## src/sv/rpt_pkg.sv

```systemverilog
`timescale 1ns / 1ps
// ----------------------------------------------------------------------------
// rpt_pkg
// Shared types, codes and constants of the relative pointer tracker.
// ----------------------------------------------------------------------------
package rpt_pkg;

  localparam int COORD_BITS_DEF = 12;
  localparam int ACCUM_BITS_DEF = 16;

  localparam int CFG_W  = 13;
  localparam int ADDR_W = 5;
  localparam int DATA_W = 32;
  localparam int PT_W   = 13;

  localparam logic [1:0] CMD_MOTION     = 2'd0;
  localparam logic [1:0] CMD_CLICK      = 2'd1;
  localparam logic [1:0] CMD_POLL       = 2'd2;
  localparam logic [1:0] CMD_DISCONNECT = 2'd3;

  localparam logic [2:0] REG_ACTIVE_WIDTH    = 3'd0;
  localparam logic [2:0] REG_ACTIVE_HEIGHT   = 3'd1;
  localparam logic [2:0] REG_PHYSICAL_WIDTH  = 3'd2;
  localparam logic [2:0] REG_PHYSICAL_HEIGHT = 3'd3;
  localparam logic [2:0] REG_ROTATION        = 3'd4;

  localparam logic [1:0] ROT_0   = 2'd0;
  localparam logic [1:0] ROT_90  = 2'd1;
  localparam logic [1:0] ROT_180 = 2'd2;
  localparam logic [1:0] ROT_270 = 2'd3;

  localparam int SCREEN_W_DEF = 720;
  localparam int SCREEN_H_DEF = 1280;
  localparam int CURSOR_X_RST = 360;
  localparam int CURSOR_Y_RST = 640;
  localparam int PT_MIN       = -4096;
  localparam int PT_MAX       = 4095;

  typedef struct packed {
    logic [CFG_W-1:0] active_width;
    logic [CFG_W-1:0] active_height;
    logic [CFG_W-1:0] physical_width;
    logic [CFG_W-1:0] physical_height;
    logic [1:0]       rotation;
  } rpt_cfg_t;

  typedef enum logic [2:0] {
    PH_IDLE    = 3'b001,
    PH_PRESS   = 3'b010,
    PH_RELEASE = 3'b100
  } click_phase_t;

endpackage

```

## src/sv/rpt_if.sv

```systemverilog
`timescale 1ns / 1ps
// ----------------------------------------------------------------------------
// rpt_req_if / rpt_res_if
// Valid/ready channels for tracker requests and poll results.
// ----------------------------------------------------------------------------
interface rpt_req_if;
  logic              valid;
  logic              ready;
  logic [1:0]        cmd;
  logic signed [7:0] delta_x;
  logic signed [7:0] delta_y;
  logic              left_button;

  modport source (output valid, cmd, delta_x, delta_y, left_button, input ready);
  modport sink   (input valid, cmd, delta_x, delta_y, left_button, output ready);
endinterface

interface rpt_res_if;
  logic               valid;
  logic               ready;
  logic signed [12:0] point_x;
  logic signed [12:0] point_y;
  logic               pressed;
  logic               read_again;
  logic               activity;
  logic               connected;

  modport source (output valid, point_x, point_y, pressed, read_again, activity,
                  connected, input ready);
  modport sink   (input valid, point_x, point_y, pressed, read_again, activity,
                  connected, output ready);
endinterface

```

## src/sv/rpt_regs.sv

```systemverilog
`timescale 1ns / 1ps
// ----------------------------------------------------------------------------
// rpt_regs
// APB register file: screen sizes and rotation.
// ----------------------------------------------------------------------------
module rpt_regs (
  input  logic                      clk,
  input  logic                      rst,
  input  logic                      psel,
  input  logic                      penable,
  input  logic                      pwrite,
  input  logic [rpt_pkg::ADDR_W-1:0] paddr,
  input  logic [rpt_pkg::DATA_W-1:0] pwdata,
  output logic [rpt_pkg::DATA_W-1:0] prdata,
  output logic                      pready,
  output rpt_pkg::rpt_cfg_t         cfg
);
  import rpt_pkg::*;

  logic [2:0] index;
  logic       wr;

  assign index  = paddr[4:2];
  assign wr     = psel && penable && pwrite;
  assign pready = 1'b1;

  always_ff @(posedge clk) begin
    if (rst) begin
      cfg.active_width    <= CFG_W'(SCREEN_W_DEF);
      cfg.active_height   <= CFG_W'(SCREEN_H_DEF);
      cfg.physical_width  <= CFG_W'(SCREEN_W_DEF);
      cfg.physical_height <= CFG_W'(SCREEN_H_DEF);
      cfg.rotation        <= ROT_0;
    end else if (wr) begin
      case (index)
        REG_ACTIVE_WIDTH:    cfg.active_width    <= pwdata[CFG_W-1:0];
        REG_ACTIVE_HEIGHT:   cfg.active_height   <= pwdata[CFG_W-1:0];
        REG_PHYSICAL_WIDTH:  cfg.physical_width  <= pwdata[CFG_W-1:0];
        REG_PHYSICAL_HEIGHT: cfg.physical_height <= pwdata[CFG_W-1:0];
        REG_ROTATION:        cfg.rotation        <= pwdata[1:0];
        default: ;
      endcase
    end
  end

  always_comb begin
    case (index)
      REG_ACTIVE_WIDTH:    prdata = DATA_W'(cfg.active_width);
      REG_ACTIVE_HEIGHT:   prdata = DATA_W'(cfg.active_height);
      REG_PHYSICAL_WIDTH:  prdata = DATA_W'(cfg.physical_width);
      REG_PHYSICAL_HEIGHT: prdata = DATA_W'(cfg.physical_height);
      REG_ROTATION:        prdata = DATA_W'(cfg.rotation);
      default:             prdata = '0;
    endcase
  end

endmodule

```

## src/sv/rpt_map.sv

```systemverilog
`timescale 1ns / 1ps
// ----------------------------------------------------------------------------
// rpt_map
// Maps the active-screen cursor to physical panel coordinates by rotation.
// ----------------------------------------------------------------------------
module rpt_map #(
  parameter int CUR_W = 12
) (
  input  logic [CUR_W-1:0]               cur_x,
  input  logic [CUR_W-1:0]               cur_y,
  input  rpt_pkg::rpt_cfg_t              cfg,
  output logic signed [rpt_pkg::PT_W-1:0] point_x,
  output logic signed [rpt_pkg::PT_W-1:0] point_y
);
  import rpt_pkg::*;

  localparam int RW = ((CUR_W > CFG_W) ? CUR_W : CFG_W) + 2;

  logic signed [RW-1:0] ax, ay, ow, oh, px, py;

  function automatic logic signed [PT_W-1:0] sat_pt(input logic signed [RW-1:0] v);
    if (v < RW'(PT_MIN)) begin
      return PT_W'(PT_MIN);
    end else if (v > RW'(PT_MAX)) begin
      return PT_W'(PT_MAX);
    end
    return PT_W'(v);
  endfunction

  always_comb begin
    ax = RW'(signed'({1'b0, cur_x}));
    ay = RW'(signed'({1'b0, cur_y}));
    ow = (cfg.physical_width == '0) ? RW'(SCREEN_W_DEF)
                                     : RW'(signed'({1'b0, cfg.physical_width}));
    oh = (cfg.physical_height == '0) ? RW'(SCREEN_H_DEF)
                                      : RW'(signed'({1'b0, cfg.physical_height}));
    case (cfg.rotation)
      ROT_90: begin
        px = ay;
        py = oh - ax - RW'(1);
      end
      ROT_180: begin
        px = ow - ax - RW'(1);
        py = oh - ay - RW'(1);
      end
      ROT_270: begin
        px = ow - ay - RW'(1);
        py = ax;
      end
      default: begin
        px = ax;
        py = ay;
      end
    endcase
  end

  assign point_x = sat_pt(px);
  assign point_y = sat_pt(py);

endmodule

```

## src/sv/relative_pointer_tracker.sv

```systemverilog
`timescale 1ns / 1ps
// ----------------------------------------------------------------------------
// relative_pointer_tracker
// Relative mouse tracker: accumulates motion, applies it on poll, clamps to the
// active screen and reports rotated physical coordinates and pointer state.
//
//   channel   dir  handshake        moves
//   request   in   valid/ready      cmd, delta_x, delta_y, left_button
//   result    out  valid/ready      point_x, point_y, pressed, read_again,
//                                   activity, connected (polls only)
//   apb       in   psel/penable     register writes and reads, pready tied high
//
// One request per cycle while request.ready is high; state updates at the accepting edge.
// A poll result is loaded into the output register at the accepting edge.
// request.ready is low only while a result is held and result.ready is low.
// Synchronous reset restores registers, accumulators, cursor (360, 640), link.
// ----------------------------------------------------------------------------
module relative_pointer_tracker #(
  parameter int COORD_BITS = rpt_pkg::COORD_BITS_DEF,
  parameter int ACCUM_BITS = rpt_pkg::ACCUM_BITS_DEF
) (
  input  logic                        clk,
  input  logic                        rst,
  rpt_req_if.sink                     request,
  rpt_res_if.source                   result,
  input  logic                        psel,
  input  logic                        penable,
  input  logic                        pwrite,
  input  logic [rpt_pkg::ADDR_W-1:0]  paddr,
  input  logic [rpt_pkg::DATA_W-1:0]  pwdata,
  output logic [rpt_pkg::DATA_W-1:0]  prdata,
  output logic                        pready
);
  import rpt_pkg::*;

  localparam int CUR_W = (COORD_BITS > 10) ? COORD_BITS : 10;
  localparam int M1    = (CUR_W > ACCUM_BITS) ? CUR_W : ACCUM_BITS;
  localparam int SW    = ((M1 > CFG_W) ? M1 : CFG_W) + 2;

  rpt_cfg_t cfg;

  logic signed [ACCUM_BITS-1:0] accum_x, accum_y, accum_x_next, accum_y_next;
  logic                         button_held, button_held_next;
  logic                         click_waiting, click_waiting_next;
  logic                         link_up, link_up_next;
  click_phase_t                 phase, phase_next, phase_eff;
  logic [CUR_W-1:0]             cursor_x, cursor_y, cursor_x_next, cursor_y_next;
  logic [CUR_W-1:0]             move_x, move_y;
  logic signed [PT_W-1:0]       map_x, map_y;
  logic                         acc, poll, pressed_c, cont_c, act_c;

  rpt_regs u_regs (
    .clk     (clk),
    .rst     (rst),
    .psel    (psel),
    .penable (penable),
    .pwrite  (pwrite),
    .paddr   (paddr),
    .pwdata  (pwdata),
    .prdata  (prdata),
    .pready  (pready),
    .cfg     (cfg)
  );

  function automatic logic signed [ACCUM_BITS-1:0] sat_add(
    input logic signed [ACCUM_BITS-1:0] a,
    input logic signed [7:0]            d
  );
    logic signed [ACCUM_BITS:0] s;
    s = (ACCUM_BITS+1)'(a) + (ACCUM_BITS+1)'(d);
    if (s[ACCUM_BITS] != s[ACCUM_BITS-1]) begin
      return {s[ACCUM_BITS], {(ACCUM_BITS-1){~s[ACCUM_BITS]}}};
    end
    return s[ACCUM_BITS-1:0];
  endfunction

  function automatic logic [CUR_W-1:0] cur_move(
    input logic [CUR_W-1:0]             c,
    input logic signed [ACCUM_BITS-1:0] d,
    input logic [CFG_W-1:0]             size
  );
    logic signed [SW-1:0] s, sz, lim, top;
    s   = SW'(signed'({1'b0, c})) + SW'(d);
    sz  = SW'(signed'({1'b0, size}));
    lim = SW'(1) <<< COORD_BITS;
    top = (sz < lim) ? sz : lim;
    if (top == '0 || s < SW'(0)) begin
      return '0;
    end else if (s > top - SW'(1)) begin
      return CUR_W'(top - SW'(1));
    end
    return CUR_W'(s);
  endfunction

  assign move_x = cur_move(cursor_x, accum_x, cfg.active_width);
  assign move_y = cur_move(cursor_y, accum_y, cfg.active_height);

  rpt_map #(.CUR_W(CUR_W)) u_map (
    .cur_x   (move_x),
    .cur_y   (move_y),
    .cfg     (cfg),
    .point_x (map_x),
    .point_y (map_y)
  );

  assign request.ready = !result.valid || result.ready;
  assign acc  = request.valid && request.ready;
  assign poll = acc && (request.cmd == CMD_POLL);

  always_comb begin
    phase_eff = (click_waiting && phase == PH_IDLE) ? PH_PRESS : phase;
    act_c     = (accum_x != '0) || (accum_y != '0) || button_held || click_waiting;
    case (phase_eff)
      PH_PRESS: begin
        pressed_c  = 1'b1;
        cont_c     = 1'b1;
        phase_next = PH_RELEASE;
      end
      PH_RELEASE: begin
        pressed_c  = 1'b0;
        cont_c     = 1'b0;
        phase_next = PH_IDLE;
      end
      default: begin
        pressed_c  = button_held;
        cont_c     = 1'b0;
        phase_next = PH_IDLE;
      end
    endcase
  end

  always_comb begin
    accum_x_next       = accum_x;
    accum_y_next       = accum_y;
    button_held_next   = button_held;
    click_waiting_next = click_waiting;
    link_up_next       = link_up;
    cursor_x_next      = cursor_x;
    cursor_y_next      = cursor_y;
    case (request.cmd)
      CMD_MOTION: begin
        accum_x_next     = sat_add(accum_x, request.delta_x);
        accum_y_next     = sat_add(accum_y, request.delta_y);
        button_held_next = request.left_button;
        link_up_next     = 1'b1;
      end
      CMD_CLICK: begin
        click_waiting_next = 1'b1;
        link_up_next       = 1'b1;
      end
      CMD_POLL: begin
        accum_x_next       = '0;
        accum_y_next       = '0;
        click_waiting_next = 1'b0;
        cursor_x_next      = move_x;
        cursor_y_next      = move_y;
      end
      default: begin
        accum_x_next     = '0;
        accum_y_next     = '0;
        button_held_next = 1'b0;
        link_up_next     = 1'b0;
      end
    endcase
  end

  always_ff @(posedge clk) begin
    if (rst) begin
      accum_x       <= '0;
      accum_y       <= '0;
      button_held   <= 1'b0;
      click_waiting <= 1'b0;
      link_up       <= 1'b0;
      phase         <= PH_IDLE;
      cursor_x      <= CUR_W'(CURSOR_X_RST);
      cursor_y      <= CUR_W'(CURSOR_Y_RST);
      result.valid  <= 1'b0;
    end else begin
      if (acc) begin
        accum_x       <= accum_x_next;
        accum_y       <= accum_y_next;
        button_held   <= button_held_next;
        click_waiting <= click_waiting_next;
        link_up       <= link_up_next;
        cursor_x      <= cursor_x_next;
        cursor_y      <= cursor_y_next;
      end
      if (poll) begin
        phase <= phase_next;
      end
      if (poll) begin
        result.valid <= 1'b1;
      end else if (result.ready) begin
        result.valid <= 1'b0;
      end
    end
  end

  always_ff @(posedge clk) begin
    if (poll) begin
      result.point_x    <= map_x;
      result.point_y    <= map_y;
      result.pressed    <= pressed_c;
      result.read_again <= cont_c;
      result.activity   <= act_c;
      result.connected  <= link_up;
    end
  end

  a_poll_gives_result: assert property (@(posedge clk) disable iff (rst)
    poll |=> result.valid)
    else $error("accepted poll produced no result");

  a_no_spurious_result: assert property (@(posedge clk) disable iff (rst)
    acc && (request.cmd != CMD_POLL) && result.ready |=> !result.valid)
    else $error("result raised without a poll");

  a_cont_implies_pressed: assert property (@(posedge clk) disable iff (rst)
    result.valid && result.read_again |-> result.pressed)
    else $error("read_again without pressed");

  a_disconnect_clears: assert property (@(posedge clk) disable iff (rst)
    acc && (request.cmd == CMD_DISCONNECT) |=>
      (accum_x == '0) && (accum_y == '0) && !button_held && !link_up)
    else $error("disconnect left state behind");

  a_press_then_release: assert property (@(posedge clk) disable iff (rst)
    poll && cont_c |=> phase == PH_RELEASE)
    else $error("press phase not followed by release");

endmodule
```

## src/flat_wrapper.sv

```systemverilog
// flat-port wrapper written by rule: the top's interface ports become plain ports
module relative_pointer_tracker_flat import rpt_pkg::*;
#(
  parameter int COORD_BITS = rpt_pkg::COORD_BITS_DEF,
  parameter int ACCUM_BITS = rpt_pkg::ACCUM_BITS_DEF
)
  (clk, rst, psel, penable, pwrite, paddr, pwdata, prdata, pready, request_valid, request_cmd, request_delta_x, request_delta_y, request_left_button, request_ready, result_valid, result_point_x, result_point_y, result_pressed, result_read_again, result_activity, result_connected, result_ready);
  rpt_req_if request_i ();
  rpt_res_if result_i ();
  input  logic clk;
  input  logic rst;
  input  logic psel;
  input  logic penable;
  input  logic pwrite;
  input  logic [rpt_pkg::ADDR_W-1:0] paddr;
  input  logic [rpt_pkg::DATA_W-1:0] pwdata;
  output logic [rpt_pkg::DATA_W-1:0] prdata;
  output logic pready;
  input wire logic [$bits(request_i.valid)-1:0] request_valid;
  input wire logic [$bits(request_i.cmd)-1:0] request_cmd;
  input wire logic [$bits(request_i.delta_x)-1:0] request_delta_x;
  input wire logic [$bits(request_i.delta_y)-1:0] request_delta_y;
  input wire logic [$bits(request_i.left_button)-1:0] request_left_button;
  output wire logic [$bits(request_i.ready)-1:0] request_ready;
  output wire logic [$bits(result_i.valid)-1:0] result_valid;
  output wire logic [$bits(result_i.point_x)-1:0] result_point_x;
  output wire logic [$bits(result_i.point_y)-1:0] result_point_y;
  output wire logic [$bits(result_i.pressed)-1:0] result_pressed;
  output wire logic [$bits(result_i.read_again)-1:0] result_read_again;
  output wire logic [$bits(result_i.activity)-1:0] result_activity;
  output wire logic [$bits(result_i.connected)-1:0] result_connected;
  input wire logic [$bits(result_i.ready)-1:0] result_ready;
  assign request_i.valid = request_valid;
  assign request_i.cmd = request_cmd;
  assign request_i.delta_x = request_delta_x;
  assign request_i.delta_y = request_delta_y;
  assign request_i.left_button = request_left_button;
  assign request_ready = request_i.ready;
  assign result_valid = result_i.valid;
  assign result_point_x = result_i.point_x;
  assign result_point_y = result_i.point_y;
  assign result_pressed = result_i.pressed;
  assign result_read_again = result_i.read_again;
  assign result_activity = result_i.activity;
  assign result_connected = result_i.connected;
  assign result_i.ready = result_ready;
  relative_pointer_tracker #(.COORD_BITS(COORD_BITS), .ACCUM_BITS(ACCUM_BITS)) u_core (.clk(clk), .rst(rst), .request(request_i), .result(result_i), .psel(psel), .penable(penable), .pwrite(pwrite), .paddr(paddr), .pwdata(pwdata), .prdata(prdata), .pready(pready));
endmodule
```

## config.mk

```make
export PLATFORM = sky130hd
export DESIGN_NAME = relative_pointer_tracker_flat
export DESIGN_NICKNAME = d
export VERILOG_FILES = /design/src/sv/rpt_pkg.sv /design/src/sv/rpt_if.sv /design/src/sv/rpt_regs.sv /design/src/sv/rpt_map.sv /design/src/sv/relative_pointer_tracker.sv /design/src/flat_wrapper.sv
export SDC_FILE = /design/constraint.sdc
export NUM_CORES = 1
export LEC_CHECK = 0
export BUFFER_PORTS_ARGS = -buffer_cell sky130_fd_sc_hd__buf_2
export CELL_PAD_IN_SITES_DETAIL_PLACEMENT = 0
export CELL_PAD_IN_SITES_GLOBAL_PLACEMENT = 1
export CORE_UTILIZATION = 50
export CTS_CLUSTER_DIAMETER = 60
export CTS_CLUSTER_SIZE = 30
export DETAILED_ROUTE_END_ITERATION = 10
export PLACE_DENSITY = 0.9
export SKIP_LAST_GASP = 1
export SLEW_MARGIN = 20
export SYNTH_ARGS = -nofsm -noshare
export SYNTH_HDL_FRONTEND = slang
export SYNTH_SLANG_ARGS = --single-unit
```

## constraint.sdc

```tcl
create_clock -name clk -period 20.9 [get_ports clk]
set_clock_uncertainty 0.15 [all_clocks]
set_input_delay 4.18 -clock clk [delete_from_list [all_inputs] [get_ports clk]]
set_output_delay 4.18 -clock clk [all_outputs]
set_load 0.02 [all_outputs]
```

* Yosys cells after proc, flatten, opt, wreduce, memory -nomap -nowiden
Index checks and enable logic that the tools add are counted.
W data, S select, Z words.
** Storage, ports and cells
- Output and inout port bits :: 65
- Input port bits :: 63
- Word-level logic and storage cells :: 143
- Flip-flop bits (word level) :: 147
** Operators by class
- Mux-type cells :: 46
- Reduce and logical (&&, ||, !) cells :: 34
- Add/sub/neg operators :: 14
- Eq/ne operators :: 14
- $lt $le $gt $ge :: 10
- Bitwise gates (word level) :: 5
** Operator list (number)
- $mux W13 :: 10
- $pmux W15 S3 :: 2
- $mux W12 :: 6
- $pmux W13 S5 :: 1
- $mux W16 :: 4
- $pmux W16 S2 :: 2
- $sub A14 B2 Y15 const B :: 4
- $sub A13 B12 Y14 :: 4
- $gt A18 B18 Y1 :: 2
- $logic_not A18 Y1 :: 2
- $lt A18 B1 Y1 const B :: 2
- $sub A18 B2 Y18 const B :: 2
- $add A13 B16 Y17 :: 2
- $add A16 B8 Y17 :: 2
- $reduce_bool A16 Y1 :: 2
- $gt A15 B13 Y1 const B :: 2
- $lt A15 B13 Y1 const B :: 2
- $logic_not A13 Y1 :: 2
- $lt A13 B13 Y1 const B :: 2
- $reduce_and A2 Y1 :: 10
- $mux W1 :: 15
- $eq A3 B2 Y1 const B :: 3
- $pmux W1 S2 :: 4
- $eq A2 B2 Y1 const B :: 3
- 13 further kinds :: 33

* Longest topological paths before layout
- Word-level depth :: 14
- Depth in mapped cells :: 33
- Mapped depth without buffers :: 31

* Cells and area by module
A second synthesis with hierarchy kept.
** Second synthesis, totals
- Cells, all modules :: 1633
- Area, all modules :: 13590.5 um^2
** Modules (own cells, without submodules)
- relative_pointer_tracker :: instances 1, cells each 924, seq. area each 2142.1 um^2, area an instance 7780.0 um^2
- rpt_map :: instances 1, cells each 432, seq. area each 0.0 um^2, area an instance 2990.4 um^2
- rpt_regs :: instances 1, cells each 277, seq. area each 1081.0 um^2, area an instance 2820.2 um^2

* Worst setup path before layout
OpenSTA, ideal clock, no wires.
- Path kind :: input to output
- Start point :: in paddr[2] in the netlist's numbering
- End point :: out prdata[12] in the netlist's numbering
- Required time :: 16.570 ns
- Path buffers :: 2
- Path slack :: 10.872 ns
- Arrival time :: 5.698 ns
- Cell stages on the path :: 4
- Path through :: clkbuf_1 -> buf_1 -> mux4_2 -> nor2b_1
** On the way
- Cells in the longest elaborated chain, start to end :: 2
- Elaborated cells on any way between the ends :: 6
- Those cells by class :: eq/ne (4); mux (1); reduce/logical (1)
** RTL lines
- from (decl) :: RTL line flat_wrapper.sv:15 : input logic [rpt_pkg::ADDR_W-1:0] paddr;
- $eq A3 B3 Y1 (tied with other cells) :: RTL line rpt_regs.sv:47 : case (index)
- $pmux W13 S5 * :: RTL line rpt_regs.sv:47
- to (decl) :: RTL line flat_wrapper.sv:17 : output logic [rpt_pkg::DATA_W-1:0] prdata;
Mark *: on every way between the ends. The rest lies on a longest branch, timed or not.

* Worst setup path in the final report
- Start point :: in paddr[2] in the netlist's numbering
- End point :: out prdata[2] in the netlist's numbering
Same word-level chain as after synthesis.

==> summary by stage <==
Critical path
Among cell families on the critical path, the largest total delay comes from buffers and inverters. The cell with the biggest individual delay on the critical path is sky130_fd_sc_hd__mux4_2. Data on the critical path is required at its endpoint by between 15 and 20 ns. The setup path with the least slack is of type in -> out. The buffer and inverter count on the worst path is 2.

Among the stages of the critical path, the cell type that occurs most often is sky130_fd_sc_hd__buf_2. The worst setup path is launched from an input pin. Data arrives at the worst endpoint at about 5.6 ns.

The signal on the critical path passes through buf_2 -> mux4_2 -> nor2b_1 -> buf_2. On the worst path, the slowest cell contributes a delay of just over 0.6 ns. The kind of capture point of the worst setup path is an output port. Along the worst path, the maximum fanout reaches 25.

Logic synthesis
For this run, the leading register cell type out of synthesis is sky130_fd_sc_hd__dfxtp_1. The dominant cell type by area after synthesis is sky130_fd_sc_hd__dfxtp_1. The share of Yosys cell area claimed by the top area cell type is between 15 and 20%. Dividing the synthesized area by the synthesized cell count gives between 8 and 9 µm².

The count of flip-flops with a built-in enable after synthesis is 30. The synthesized cell area is approximately 0.014 mm². The number of instances in the synthesized netlist is between 1.5k and 2k. Yosys printed 0 warnings. Of all flip-flops after synthesis, the portion carrying an async set or reset was 0%. The portion of the post-synthesis area used by sequential elements is a little under a quarter. After synthesis, the cell types taking the most area are sky130_fd_sc_hd__dfxtp_1 (17%), sky130_fd_sc_hd__ha_1 (12%), sky130_fd_sc_hd__edfxtp_1 (6.6%). The most common cell in the synthesized netlist is sky130_fd_sc_hd__nand2_1.

The netlist uses 100 different library cells. The commonest cells after synthesis are sky130_fd_sc_hd__nand2_1 (207), sky130_fd_sc_hd__a21oi_1 (133), sky130_fd_sc_hd__ha_1 (127), sky130_fd_sc_hd__dfxtp_1 (116), sky130_fd_sc_hd__nor2_1 (106). The flop and latch count out of synthesis is roughly 150.

Placed design
The HPWL reported at the end of detailed placement is about 32 mm. The final weighted congestion of routability-driven global placement is just under 1. The post-placement cell area is around 0.014 mm².

The count of input and output buffers is between 80 and 90.

Pwr
Power spread over the standard cell area amounts to around 73 mW/mm². The static leakage power is 5.91 nW. VDD sags by at most approximately 0.042 mV.

Detailed routing
In the routed layout, each cell is associated on average with a via count of between 6 and 7. The detail route stage leaves a number of antenna-violating nets equal to 0. The average detailed-routed wire length per instance is roughly 20 µm.

The detailed-route DRC error count is 0. The detailed router placed between 10k and 15k vias in this run. The detailed-router iteration count before antenna repair is 7. In this run, the number of DRC markers left after iteration 0 of detailed routing was about 1.2k. Summed over all layers, the routed wires come to roughly 42 mm.

Clock network
The maximum clock path buffer count is 2. The post-cts repair resize count is 0. The cts-stage hold buffer count is 0. The cell at the root of the clock tree is sky130_fd_sc_hd__clkbuf_16. The depth of the CTS H-tree is 4. The clock tree from TritonCTS is built. The source-to-sink clock delay at the later pin of the worst-skew pair is roughly 0.44 ns. The buffer count from post-CTS setup fixing is 0. After clock tree synthesis, the clock-pin slew on the worst setup and hold paths is roughly 0.07 ns. The number of buffers created by CTS is 17.

The clock net in this run drives a total of between 100 and 150 sinks.

STA
Across all hold checks on the routed design, the worst slack comes to 0.289 ns. Measured against its own limit, the worst slew margin works out to 31.4%. The part of the cycle the worst path needs is a little under half.

The total count of max-transition violations in the final report was 0. The maximum achievable frequency is around 100 MHz. The number of hold violations in the final report is 0.

Setup repair after global routing left no endpoint under its margin. At the pin with the least slew margin, the transition time is just over 1 ns. The final setup violation count is 0. The final total negative setup slack is 0 ns. The clock period could shrink to 9.93 ns.

Final layout
The final standard cell area without fillers is 0.0147 mm². The multi-input combinational cell area is between 0.009 and 0.01 mm². The layout cell share with drive strength beyond 1 is 12.0%. The post-synthesis to final-layout area growth is 8.48%. The number of fill cells is 2,488.

The count of nets after finishing is between 1.5k and 2k. The repair_antennas step left the layout with diodes totalling 0. The total area of sequential cells is between 0.003 and 0.004 mm².

Hold path
The path class of the tightest hold or removal check is reg -> reg.

Die
The count of pins on the block boundary is approximately 130. The die covers ~0.028 mm². In this run the horizontal extent of the chip is 167 µm. The standard-cell row count is 59. For this configuration, the core starts out at a cell density of between 50% and 60%. From bottom edge to top edge, the die measures 167 µm. The core region is around 0.026 mm².

Global routing
The number of antenna violations at the first check in global routing is 0. Global routing used roughly 29% of the available tracks. Entering global routing, the biggest net connects a little over 90 pins. The number of global-route vias before repair is about 12k. After global routing the overflow that remains totals 0. The first-pass GRT wire length is ~65 mm.

Status
The flow ran to the end, and the final reports show no timing, DRC or antenna violations.

Run
The tool flagged a number of max-cap violations equal to 0.
## flip-flops by register name (all words and copies together), names as in the netlist, 2 cells and up
register / cells
u_core.accum_x: 16
u_core.accum_y: 16
u_core.cursor_x: 12
u_core.cursor_y: 12
u_core.phase: 2
u_core.result.point_x: 13
u_core.result.point_y: 13
u_core.u_regs.cfg: 54
## layer usage
metal	vias to the layer above	share of wire [%]	GRT usage (%)	wire, µm
met2	567	46	48.1	19200
li1	6314	-	-	-
met3	94	7.3	4.63	3050
met1	6320	43	38.8	18000
met5	-	0	0	0
met4	0	3.3	11.6	1380
## cell usage in the layout (no fill, tap or decap), types with 20 or more instances in the layout
| cell type | instances |
|---|---|
| sky130_fd_sc_hd__dfxtp_1 | 116 |
| sky130_fd_sc_hd__nand2b_1 | 30 |
| sky130_fd_sc_hd__conb_1 | 20 |
| sky130_fd_sc_hd__o21ai_0 | 93 |
| sky130_fd_sc_hd__nor3_1 | 39 |
| sky130_fd_sc_hd__a211oi_1 | 28 |
| sky130_fd_sc_hd__nand3b_1 | 25 |
| sky130_fd_sc_hd__mux2i_1 | 29 |
| sky130_fd_sc_hd__nor2_1 | 103 |
| sky130_fd_sc_hd__a221o_1 | 23 |
| sky130_fd_sc_hd__a21oi_1 | 133 |
| sky130_fd_sc_hd__nor2b_1 | 33 |
| sky130_fd_sc_hd__nand3_1 | 39 |
| sky130_fd_sc_hd__nand2_1 | 207 |
| sky130_fd_sc_hd__ha_1 | 127 |
| sky130_fd_sc_hd__a31oi_1 | 20 |
| sky130_fd_sc_hd__a21o_1 | 20 |
| sky130_fd_sc_hd__inv_1 | 62 |
| sky130_fd_sc_hd__buf_2 | 86 |
| sky130_fd_sc_hd__edfxtp_1 | 30 |
| sky130_fd_sc_hd__xnor2_1 | 59 |
| sky130_fd_sc_hd__nor4_1 | 32 |
| sky130_fd_sc_hd__xor2_1 | 26 |
## worst reg2reg max path: cells and delay by family, from the launching register on
| family | cells | cell delay [ns] |
|---|---|---|
| AND/OR/NAND/NOR | 8 | 1.61 |
| flip-flops | 1 | 0.48 |
| adder cells (fa/ha/maj) | 5 | 1.65 |
| AO/OA/AOI/OAI | 15 | 5.21 |
| buffers and inverters | 1 | 0.06 |
## cell type report
class,instances,area share [%]
clock inverters,14,0.970
clock buffers,18,2.99
multi-input cells,1389,65.7
inverters,65,1.66
flip-flops and latches,146,21.9
repair buffers,105,3.90
well taps,335,2.85
## logic make-up (layout without fill, tap and decap cells)
logic type | count (synthesis) | in the layout | synth area share (%)
adder cells (fa/ha/maj) | 133 | 133 | 12.6
AO/OA/AOI/OAI | 492 | 492 | 24.9
buffers and inverters | 169 | 202 | 5.68
multiplexers | 53 | 53 | 5.08
flip-flops | 146 | 146 | 23.8
XOR/XNOR | 86 | 86 | 5.61
AND/OR/NAND/NOR | 605 | 605 | 22.3
other | 2 | 20 | 0.0554
## where the power goes
part           internal (mW)  switching [mW]  leakage (nW)  total (mW)
Combinational          0.176           0.277          4.40       0.452
Clock                  0.172           0.143         0.293       0.315
Sequential             0.302         0.00937          1.22       0.311
Total                  0.649           0.429          5.91        1.08
## stage by stage
step | instances | setup WS (ns) | power [mW] | util, %
after global routing | 2072 | 10.89 | 1.13 | 55.8
final | 2072 | 10.97 | 1.08 | 55.8
after floorplan | 1704 | 10.87 | 0.644 | -
after detailed placement | 2040 | 10.97 | 0.756 | 53.6
after global placement | 2040 | 10.99 | 0.749 | 53.5
after CTS | 2072 | 10.97 | 1.07 | 55.8
## final timing paths
kind / to / cells after the start / start / slack (ns)
max: prdata[2] / 4 / paddr[2] / 10.97
min: u_core.result.connected / 0 / u_core.link_up / 0.29
max reg2reg: u_core.result.point_x[0] / 29 / u_core.accum_y[0] / 11.41
min reg2reg: u_core.result.connected / 0 / u_core.link_up / 0.29
No activity file was read; power rests on OpenSTA's default activity.
